--- src/rtl/isfd_pkg.sv ---
// Shared types, constants and a helper function of the serial frame deframer.
package isfd_pkg;

	localparam int unsigned STORE_DEPTH = 64;
	localparam int unsigned STORE_AW = $clog2(STORE_DEPTH);
	localparam int unsigned PAYLOAD_START = 7;
	localparam int unsigned MAX_LEN = 127;

	localparam int unsigned FULL_FRAME_BYTES_DEF = 64;
	localparam int unsigned ACCEL_FRAME_BYTES_DEF = 24;
	localparam int unsigned ATTITUDE_FRAME_BYTES_DEF = 56;

	localparam int unsigned NUM_REGS = 8;
	localparam int unsigned REG_IDX_W = 4;

	typedef logic [7:0] byte_t;
	typedef logic [1:0] kind_t;
	typedef logic [3:0] widx_t;

	localparam kind_t KIND_FULL = 2'd0;
	localparam kind_t KIND_ACCEL = 2'd1;
	localparam kind_t KIND_ATT = 2'd2;

	localparam logic [REG_IDX_W-1:0] REG_HEAD = 4'd0;
	localparam logic [REG_IDX_W-1:0] REG_END = 4'd1;
	localparam logic [REG_IDX_W-1:0] REG_TYPE_FULL = 4'd2;
	localparam logic [REG_IDX_W-1:0] REG_TYPE_ACCEL = 4'd3;
	localparam logic [REG_IDX_W-1:0] REG_TYPE_ATT = 4'd4;
	localparam logic [REG_IDX_W-1:0] REG_LEN_FULL = 4'd5;
	localparam logic [REG_IDX_W-1:0] REG_LEN_ACCEL = 4'd6;
	localparam logic [REG_IDX_W-1:0] REG_LEN_ATT = 4'd7;

	localparam byte_t REG_RESET [NUM_REGS] = '{
		8'd252, 8'd253, 8'd64, 8'd66, 8'd65, 8'd56, 8'd16, 8'd48
	};

	function automatic widx_t words_of_kind(input kind_t kind);
		widx_t n;
		unique case (kind)
			KIND_ACCEL: n = 4'd4;
			KIND_ATT:   n = 4'd11;
			default:    n = 4'd13;
		endcase
		return n;
	endfunction

endpackage

--- src/rtl/imu_serial_frame_deframer_core.sv ---
// Top level of the serial frame deframer: byte intake, frame store, check and word output.
//
// Bytes from the serial link enter on the s_t* channel, one beat per byte.
// The user must write configuration registers on the cfg_* channel only while
// the block is idle; the block itself does not enforce this. cfg_ready is always
// high and an index above 7 is ignored.
// A byte that does not complete a frame leaves s_tready high for the next beat.
// The byte that completes a frame starts a check sequence on the single
// read port of the 64-byte frame store: type byte, length byte and end
// marker are read and compared one per cycle through one comparator.
// A bad frame then returns to idle.
// A good frame is read out word by word: each 32-bit word is built from byte
// reads and shifts, then waits in the output register until taken on the m_t*
// channel. The input stays closed until the last word of the frame is taken.
// While the receiver stalls, the output beat holds and s_tready stays low.
// Reset clears the byte history, count, kind and output valid, and loads
// the register defaults; the frame store is not cleared.
module imu_serial_frame_deframer_core #(
	parameter int unsigned FULL_FRAME_BYTES = isfd_pkg::FULL_FRAME_BYTES_DEF,
	parameter int unsigned ACCEL_FRAME_BYTES = isfd_pkg::ACCEL_FRAME_BYTES_DEF,
	parameter int unsigned ATTITUDE_FRAME_BYTES = isfd_pkg::ATTITUDE_FRAME_BYTES_DEF
) (
	input  logic        clk,
	input  logic        arst_n,
	input  logic        cfg_valid,
	output logic        cfg_ready,
	input  logic [3:0]  cfg_index,
	input  logic [7:0]  cfg_data,
	input  logic        s_tvalid,
	output logic        s_tready,
	input  logic [7:0]  s_tdata,   // rx_byte
	output logic        m_tvalid,
	input  logic        m_tready,
	output logic [39:0] m_tdata,   // word_index[3:0], payload_word[35:4], zero fill
	output logic [1:0]  m_tuser,   // frame_kind
	output logic        m_tlast    // last_word
);

	localparam logic [6:0] FULL_LEN =
		7'((FULL_FRAME_BYTES > isfd_pkg::MAX_LEN) ? isfd_pkg::MAX_LEN : FULL_FRAME_BYTES);
	localparam logic [6:0] ACCEL_LEN =
		7'((ACCEL_FRAME_BYTES > isfd_pkg::MAX_LEN) ? isfd_pkg::MAX_LEN : ACCEL_FRAME_BYTES);
	localparam logic [6:0] ATT_LEN =
		7'((ATTITUDE_FRAME_BYTES > isfd_pkg::MAX_LEN) ?
			isfd_pkg::MAX_LEN : ATTITUDE_FRAME_BYTES);
	localparam int unsigned AW = isfd_pkg::STORE_AW;

	typedef enum logic [2:0] {
		ST_IDLE, ST_RD_TYPE, ST_RD_LEN, ST_RD_END, ST_CHK, ST_GATHER, ST_EMIT
	} state_t;

	state_t state_q;
	isfd_pkg::byte_t regs_q [isfd_pkg::NUM_REGS];
	isfd_pkg::byte_t prev_q, prev2_q;
	logic [7:0] count_q;
	isfd_pkg::kind_t kind_q;
	logic ok_q;
	logic [AW-1:0] addr_q;
	logic [2:0] byte_q;
	isfd_pkg::widx_t widx_q;
	logic [31:0] word_q;
	isfd_pkg::byte_t rd_data_q;
	isfd_pkg::byte_t store_mem [isfd_pkg::STORE_DEPTH];
	logic m_tvalid_q, m_tlast_q;
	logic [39:0] m_tdata_q;
	logic [1:0] m_tuser_q;

	logic s_acc, pattern;
	logic [7:0] nx_count;
	isfd_pkg::kind_t nx_kind;
	logic [6:0] nx_len, cur_len, len_m1;
	logic end_in_store, cmp_hit;
	isfd_pkg::byte_t want_type, want_len, cmp_lhs, cmp_ref;
	logic [AW-1:0] rd_addr;
	logic [31:0] word_shift;
	logic word_last;

	function automatic logic [6:0] len_of(input isfd_pkg::kind_t k);
		logic [6:0] l;
		unique case (k)
			isfd_pkg::KIND_ACCEL: l = ACCEL_LEN;
			isfd_pkg::KIND_ATT:   l = ATT_LEN;
			default:              l = FULL_LEN;
		endcase
		return l;
	endfunction

	assign cfg_ready = 1'b1;
	assign s_tready = (state_q == ST_IDLE);
	assign s_acc = s_tvalid && s_tready;
	assign m_tvalid = m_tvalid_q;
	assign m_tdata = m_tdata_q;
	assign m_tuser = m_tuser_q;
	assign m_tlast = m_tlast_q;

	assign pattern = (prev2_q == regs_q[isfd_pkg::REG_END[2:0]]) &&
		(prev_q == regs_q[isfd_pkg::REG_HEAD[2:0]]);

	always_comb begin
		nx_kind = kind_q;
		nx_count = 8'd0;
		if (count_q != 8'd0) begin
			nx_count = 8'(count_q + 8'd1);
		end else if (pattern && s_tdata == regs_q[isfd_pkg::REG_TYPE_FULL[2:0]]) begin
			nx_kind = isfd_pkg::KIND_FULL;
			nx_count = 8'd1;
		end else if (pattern && s_tdata == regs_q[isfd_pkg::REG_TYPE_ACCEL[2:0]]) begin
			nx_kind = isfd_pkg::KIND_ACCEL;
			nx_count = 8'd1;
		end else if (pattern && s_tdata == regs_q[isfd_pkg::REG_TYPE_ATT[2:0]]) begin
			nx_kind = isfd_pkg::KIND_ATT;
			nx_count = 8'd1;
		end
		nx_len = len_of(nx_kind);
	end

	always_comb begin
		cur_len = len_of(kind_q);
		len_m1 = 7'(cur_len - 7'd1);
		end_in_store = (len_m1[6] == 1'b0);
		unique case (kind_q)
			isfd_pkg::KIND_ACCEL: begin
				want_type = regs_q[isfd_pkg::REG_TYPE_ACCEL[2:0]];
				want_len = regs_q[isfd_pkg::REG_LEN_ACCEL[2:0]];
			end
			isfd_pkg::KIND_ATT: begin
				want_type = regs_q[isfd_pkg::REG_TYPE_ATT[2:0]];
				want_len = regs_q[isfd_pkg::REG_LEN_ATT[2:0]];
			end
			default: begin
				want_type = regs_q[isfd_pkg::REG_TYPE_FULL[2:0]];
				want_len = regs_q[isfd_pkg::REG_LEN_FULL[2:0]];
			end
		endcase
		cmp_lhs = rd_data_q;
		cmp_ref = regs_q[isfd_pkg::REG_END[2:0]];
		unique case (state_q)
			ST_RD_LEN: cmp_ref = want_type;
			ST_RD_END: cmp_ref = want_len;
			default: begin
				if (!end_in_store) begin
					cmp_lhs = 8'd0;
				end
			end
		endcase
		cmp_hit = (cmp_lhs == cmp_ref);
		unique case (state_q)
			ST_RD_TYPE: rd_addr = AW'(1);
			ST_RD_LEN:  rd_addr = AW'(2);
			ST_RD_END:  rd_addr = len_m1[AW-1:0];
			default:    rd_addr = addr_q;
		endcase
		word_shift = {rd_data_q, word_q[31:8]};
		word_last = (widx_q == 4'(isfd_pkg::words_of_kind(kind_q) - 4'd1));
	end

	always_ff @(posedge clk) begin
		if (s_acc && count_q[7:AW] == '0) begin
			store_mem[count_q[AW-1:0]] <= prev_q;
		end
		rd_data_q <= store_mem[rd_addr];
	end

	always_ff @(posedge clk or negedge arst_n) begin
		if (!arst_n) begin
			regs_q <= isfd_pkg::REG_RESET;
		end else if (cfg_valid && cfg_ready && cfg_index < 4'(isfd_pkg::NUM_REGS)) begin
			regs_q[cfg_index[2:0]] <= cfg_data;
		end
	end

	always_ff @(posedge clk or negedge arst_n) begin
		if (!arst_n) begin
			state_q <= ST_IDLE;
			prev_q <= '0;
			prev2_q <= '0;
			count_q <= '0;
			kind_q <= isfd_pkg::KIND_FULL;
			ok_q <= 1'b0;
			addr_q <= '0;
			byte_q <= '0;
			widx_q <= '0;
			word_q <= '0;
			m_tvalid_q <= 1'b0;
			m_tlast_q <= 1'b0;
			m_tdata_q <= '0;
			m_tuser_q <= '0;
		end else begin
			unique case (state_q)
				ST_IDLE: begin
					if (s_acc) begin
						prev2_q <= prev_q;
						prev_q <= s_tdata;
						kind_q <= nx_kind;
						count_q <= (nx_count > {1'b0, nx_len}) ? 8'd0 : nx_count;
						if (nx_count == {1'b0, nx_len}) begin
							state_q <= ST_RD_TYPE;
						end
					end
				end
				ST_RD_TYPE: begin
					ok_q <= 1'b1;
					state_q <= ST_RD_LEN;
				end
				ST_RD_LEN: begin
					ok_q <= ok_q && cmp_hit;
					state_q <= ST_RD_END;
				end
				ST_RD_END: begin
					ok_q <= ok_q && cmp_hit;
					state_q <= ST_CHK;
				end
				ST_CHK: begin
					if (ok_q && cmp_hit) begin
						count_q <= '0;
						addr_q <= AW'(isfd_pkg::PAYLOAD_START);
						byte_q <= '0;
						widx_q <= '0;
						state_q <= ST_GATHER;
					end else begin
						state_q <= ST_IDLE;
					end
				end
				ST_GATHER: begin
					if (byte_q != 3'd0) begin
						word_q <= word_shift;
					end
					if (byte_q == 3'd4) begin
						m_tvalid_q <= 1'b1;
						m_tdata_q <= {4'd0, word_shift, widx_q};
						m_tuser_q <= kind_q;
						m_tlast_q <= word_last;
						state_q <= ST_EMIT;
					end else begin
						addr_q <= AW'(addr_q + AW'(1));
						byte_q <= 3'(byte_q + 3'd1);
					end
				end
				ST_EMIT: begin
					if (m_tready) begin
						m_tvalid_q <= 1'b0;
						if (m_tlast_q) begin
							state_q <= ST_IDLE;
						end else begin
							widx_q <= 4'(widx_q + 4'd1);
							byte_q <= '0;
							state_q <= ST_GATHER;
						end
					end
				end
				default: state_q <= ST_IDLE;
			endcase
		end
	end

	a_no_intake_while_output: assert property (@(posedge clk) disable iff (!arst_n)
		m_tvalid |-> !s_tready)
		else $error("byte intake open while an output beat is pending");

	a_count_bounded: assert property (@(posedge clk) disable iff (!arst_n)
		count_q <= {1'b0, cur_len})
		else $error("byte count passed the frame length");

	a_index_bounded: assert property (@(posedge clk) disable iff (!arst_n)
		m_tvalid |-> (m_tdata[3:0] < isfd_pkg::words_of_kind(m_tuser)))
		else $error("word index beyond the frame payload");

	a_last_matches: assert property (@(posedge clk) disable iff (!arst_n)
		(m_tvalid && m_tready && m_tlast) |=> s_tready)
		else $error("intake not reopened after the last word");

endmodule

--- config.mk ---
export PLATFORM = sky130hd
export DESIGN_NAME = imu_serial_frame_deframer_core
export DESIGN_NICKNAME = d
export VERILOG_FILES = /design/src/rtl/isfd_pkg.sv /design/src/rtl/imu_serial_frame_deframer_core.sv
export SDC_FILE = /design/constraint.sdc
export NUM_CORES = 1
export LEC_CHECK = 0
export ABC_CLOCK_PERIOD_IN_PS = 4200
export BUFFER_PORTS_ARGS = -buffer_cell sky130_fd_sc_hd__buf_4
export CAP_MARGIN = 20
export CORE_MARGIN = 2
export CORE_UTILIZATION = 62
export CTS_CLUSTER_SIZE = 10
export DETAILED_ROUTE_END_ITERATION = 10
export MAX_ROUTING_LAYER = met4
export PLACE_DENSITY = 0.8
export SKIP_LAST_GASP = 1
export SYNTH_ARGS = -nofsm -noshare
export SYNTH_HDL_FRONTEND = slang
export SYNTH_SLANG_ARGS = --single-unit
--- constraint.sdc ---
create_clock -name clk -period 4.2 [get_ports clk]
set_clock_uncertainty 0.15 [all_clocks]
set_input_delay 0.63 -clock clk [delete_from_list [all_inputs] [get_ports clk]]
set_output_delay 0.63 -clock clk [all_outputs]
set_load 0.005 [all_outputs]
==> impl_summary.log <==
INFO  metric worst-endpoint-required = roughly 4.6 ns
INFO  metric critPathSlowestCell = or3_1
INFO  metric net-switching-power = 0.007532 W
INFO  metric yosys_register_bits = roughly 690
INFO  metric critical_path_arrival = between 4 and 5 ns
INFO  metric netlist.area_leader.share = 53.31%
INFO  metric vdd_ir_drop_max = approximately 470 µV
INFO  metric final.hold.worst_slack = 0.1734 ns
INFO  metric netlist_top_cells_area = edfxtp_1 53%, dfrtp_1 13%, mux4_2 10%
INFO  metric crit_path_max_incr_delay = around 0.44 ns
INFO  metric die_area = around 48000 µm²
INFO  metric critPathBufInv = 0
INFO  metric die_width = 219.7 µm
INFO  metric post_route_cells_drive_above_1_share = between 20% and 30%
INFO  metric n_antenna_cell = 0
INFO  metric drt_iter0_markers = around 2200
INFO  metric yosys.cell_count.top_type = edfxtp_1
INFO  metric grt_use_total = roughly 30%
INFO  metric outcome = finished, final reports clean
INFO  metric hold-path-endpoint = prev_q[0]
INFO  metric final_area = between 30000 and 40000 µm²
INFO  metric yosysWarningCount = 0
INFO  metric critical_path.startpoint_type = flip-flop
INFO  metric timing.critical_path.to_type = flip-flop
INFO  metric viasPerCell = 6.505
INFO  metric timing.critical_path.cells = or3_1 -> nor4_4 -> nand3_1 -> o21ai_0 -> o21a_1 -> ha_1 -> ha_1 -> nand4_1 -> nor4b_2 -> o221a_2 -> a21boi_0 -> or3_1 -> o221ai_1
INFO  metric cts-resized-gates = 0
INFO  metric timing.reg2reg.worst_path_depth = 13
INFO  metric antenna_left = 0
INFO  metric clk_transition_reported_paths = 0.06 ns
INFO  metric placed_cell_count = roughly 2500
INFO  metric finalHoldViolCount = 0
INFO  metric p_int = between 0.015 and 0.02 W
INFO  metric initial_antenna_violation_count = 0
INFO  metric timing.fmax = 259.4 MHz
INFO  metric combinationalPowerShare = 33.1%
INFO  metric cts.repair_timing.setup_buffer_count = 0
INFO  metric worst_r2r_endpoint = state_q[2]
INFO  metric final_nets = 1970
INFO  metric synth.lib_cells_used.distinct = a little under 80
INFO  metric htreeDepth = 3
INFO  metric area_delta_synth_final = 13.67%
INFO  metric ios = slightly above 70
INFO  metric path_delay_family = simple AND/OR/NAND/NOR gates
INFO  metric synth-edff-count = ~510
INFO  metric standard_cell_row_count = 79
INFO  metric r2r_start = count_q[3]
INFO  metric post-route-period-util = 91.79%
INFO  metric number_of_slew_limit_violations_in_the_final_report = 0
INFO  metric synth.yosys.seq_area_share = approximately 70%
INFO  metric cts_root_buf = clkbuf_16
INFO  metric syn_avg_cell_area = about 16 µm²
INFO  metric r2r_setup_slack = 0.35 ns
INFO  metric grt_setup_unrepaired = false
INFO  metric die_y = ~220 µm
INFO  metric timing.critical_path.depth = 13
INFO  metric synth.cells.most_frequent = 512 x edfxtp_1, 205 x nand2_1, 147 x dfrtp_1, 129 x mux4_2, 105 x mux2_2
INFO  metric post-layout-total-power = ~0.023 W
INFO  metric num_vias = about 17000
INFO  metric grt_pass1_wl = 103200 µm
INFO  metric cts.sink_count = roughly 690
INFO  metric grt_start_max_net_pins = 98
INFO  metric layout_min_cycle_time = 3.855 ns
INFO  metric finalSetupViolations = 0
INFO  metric globalplace.congestion = 0.8889
INFO  metric initial_utilization = between 60% and 70%
INFO  metric syn_inst = ~1800
INFO  metric dp.final_hpwl = 40600 µm
INFO  metric share_of_flip_flops_with_an_asynchronous_set_or_reset = about a quarter
INFO  metric power.share.switching = between 30% and 40%
INFO  metric route.detailed.drc = 0
INFO  metric cts_buffer_depth = 3
INFO  metric critPathMaxFanout = 6
INFO  metric placement.io_buffers = 65
INFO  metric grt_pass1_vias = around 17000
INFO  metric globalRouteOverflowTotal = 0
INFO  metric power.density_cell_area = 704.0 nW/µm²
INFO  metric synth_area = between 20000 and 30000 µm²
INFO  metric totalWireLength = between 60000 and 70000 µm
INFO  metric worst_hold_startpoint = s_tdata[0]
INFO  metric timing.setup.critical_path_class = reg2reg
INFO  metric fin_tns_setup = 0 ns
INFO  metric worstHoldPathCells = 2
INFO  metric fp.coreArea = 46260 µm²
INFO  metric p_clk_share = a little over a quarter
INFO  metric worstSkewPairLatency = slightly above 0.6 ns
INFO  metric p_seq_share = 40.3%
INFO  metric timing.max_slew.rel_slack = around a quarter
INFO  metric ys_dominant_reg_cell = edfxtp_1
INFO  metric timing_worst_slew_pin_value = 1.116 ns
INFO  metric yosys.area.top_type = edfxtp_1
INFO  metric holdCritPathClass = in2reg
INFO  metric drt_pre_antenna_iters = 5
INFO  metric route.detailed.wl_per_inst = approximately 26 µm
INFO  metric leakage = roughly 12 nW
INFO  metric final-instance-count-excl-fill = between 2000 and 3000
INFO  metric cts_tree = built
INFO  metric placed_cell_area = a little over 30000 µm²
INFO  metric drv.max_cap_violation_count = 0
INFO  metric cts_inserted_buffers = 80
-- registers in the layout, summed over array words and instances (netlist names), 4 cells and up --
name       count
m_tdata       36
widx_q         4
count_q        8
store_mem    512
addr_q         6
regs_q        64
word_q        24
rd_data_q      8
prev_q         8
prev2_q        8
-- layout make-up --
cell class | count | area [µm²]
Clock inverter | 6 | 47.55
Clock buffer | 117 | 2213
Fill cell | 2880 | 13480
Timing Repair Buffer | 172 | 1385
Multi-Input combinational cell | 970 | 8464
Tap cell | 607 | 759.5
Sequential cell | 691 | 19850
Inverter | 16 | 60.06
-- through the flow --
step / util, % / setup WS [ns]
global route: 70.87 / 0.08172
detailed placement: 65.96 / 0.4007
CTS: 70.87 / 0.3962
floorplan: - / 0.3559
finish: 70.87 / 0.3450
global placement: 65.96 / 0.4459
-- power groups by stage --
stage | clock network, W | registers (W) | logic (W)
finish | 0.00614 | 0.00931 | 0.00763
global route | 0.00652 | 0.00936 | 0.00813
CTS | 0.00622 | 0.00929 | 0.00762
detailed placement | 0 | 0.00941 | 0.00752
global placement | 0 | 0.00937 | 0.00727
floorplan | 0 | 0.00957 | 0.00485
-- layer usage --
| layer | global-route usage [%] | routed length [µm] |
|---|---|---|
| met1 | 40.04 | 26030 |
| met2 | 47.05 | 33420 |
| met3 | 5.507 | 6165 |
| met4 | 10.74 | 2410 |
| met5 | - | 0 |
-- repair_timing --
action / in CTS / in global routing
hold buffers: 1 / 0
hold endpoints to repair: 25 / 0
endpoints found under the setup margin: 0 / 0
-- placed cells by master (no fill, tap or decap), drive strengths merged, types with 41 or more instances in the layout --
master / instances
edfxtp: 512
nand2: 205
buf: 171
dfrtp: 147
mux4: 129
clkbuf: 117
mux2: 105
nor2: 95
a21oi: 48
nor2b: 44
a211oi: 41
-- worst max path at each step --
stage,startpoint,endpoint,slack [ns]
after floorplan,prev_q[7],state_q[2],0.36
after global placement,s_tdata[5],state_q[2],0.45
after detailed placement,s_tdata[6],state_q[2],0.40
after CTS,count_q[3],state_q[2],0.40
after global routing,count_q[3],state_q[2],0.08
final,count_q[3],state_q[2],0.35
-- cell families after synthesis --
family | after synthesis | synth area share [%]
buffers and inverters | 116 | 2.056
AO/OA/AOI/OAI | 201 | 5.002
XOR/XNOR | 48 | 1.458
adder cells (fa/ha/maj) | 14 | 0.6074
AND/OR/NAND/NOR | 464 | 7.688
multiplexers | 238 | 14.36
other | 2 | 0.02604
flip-flops | 691 | 68.81
(Power assumes the default switching activity.)
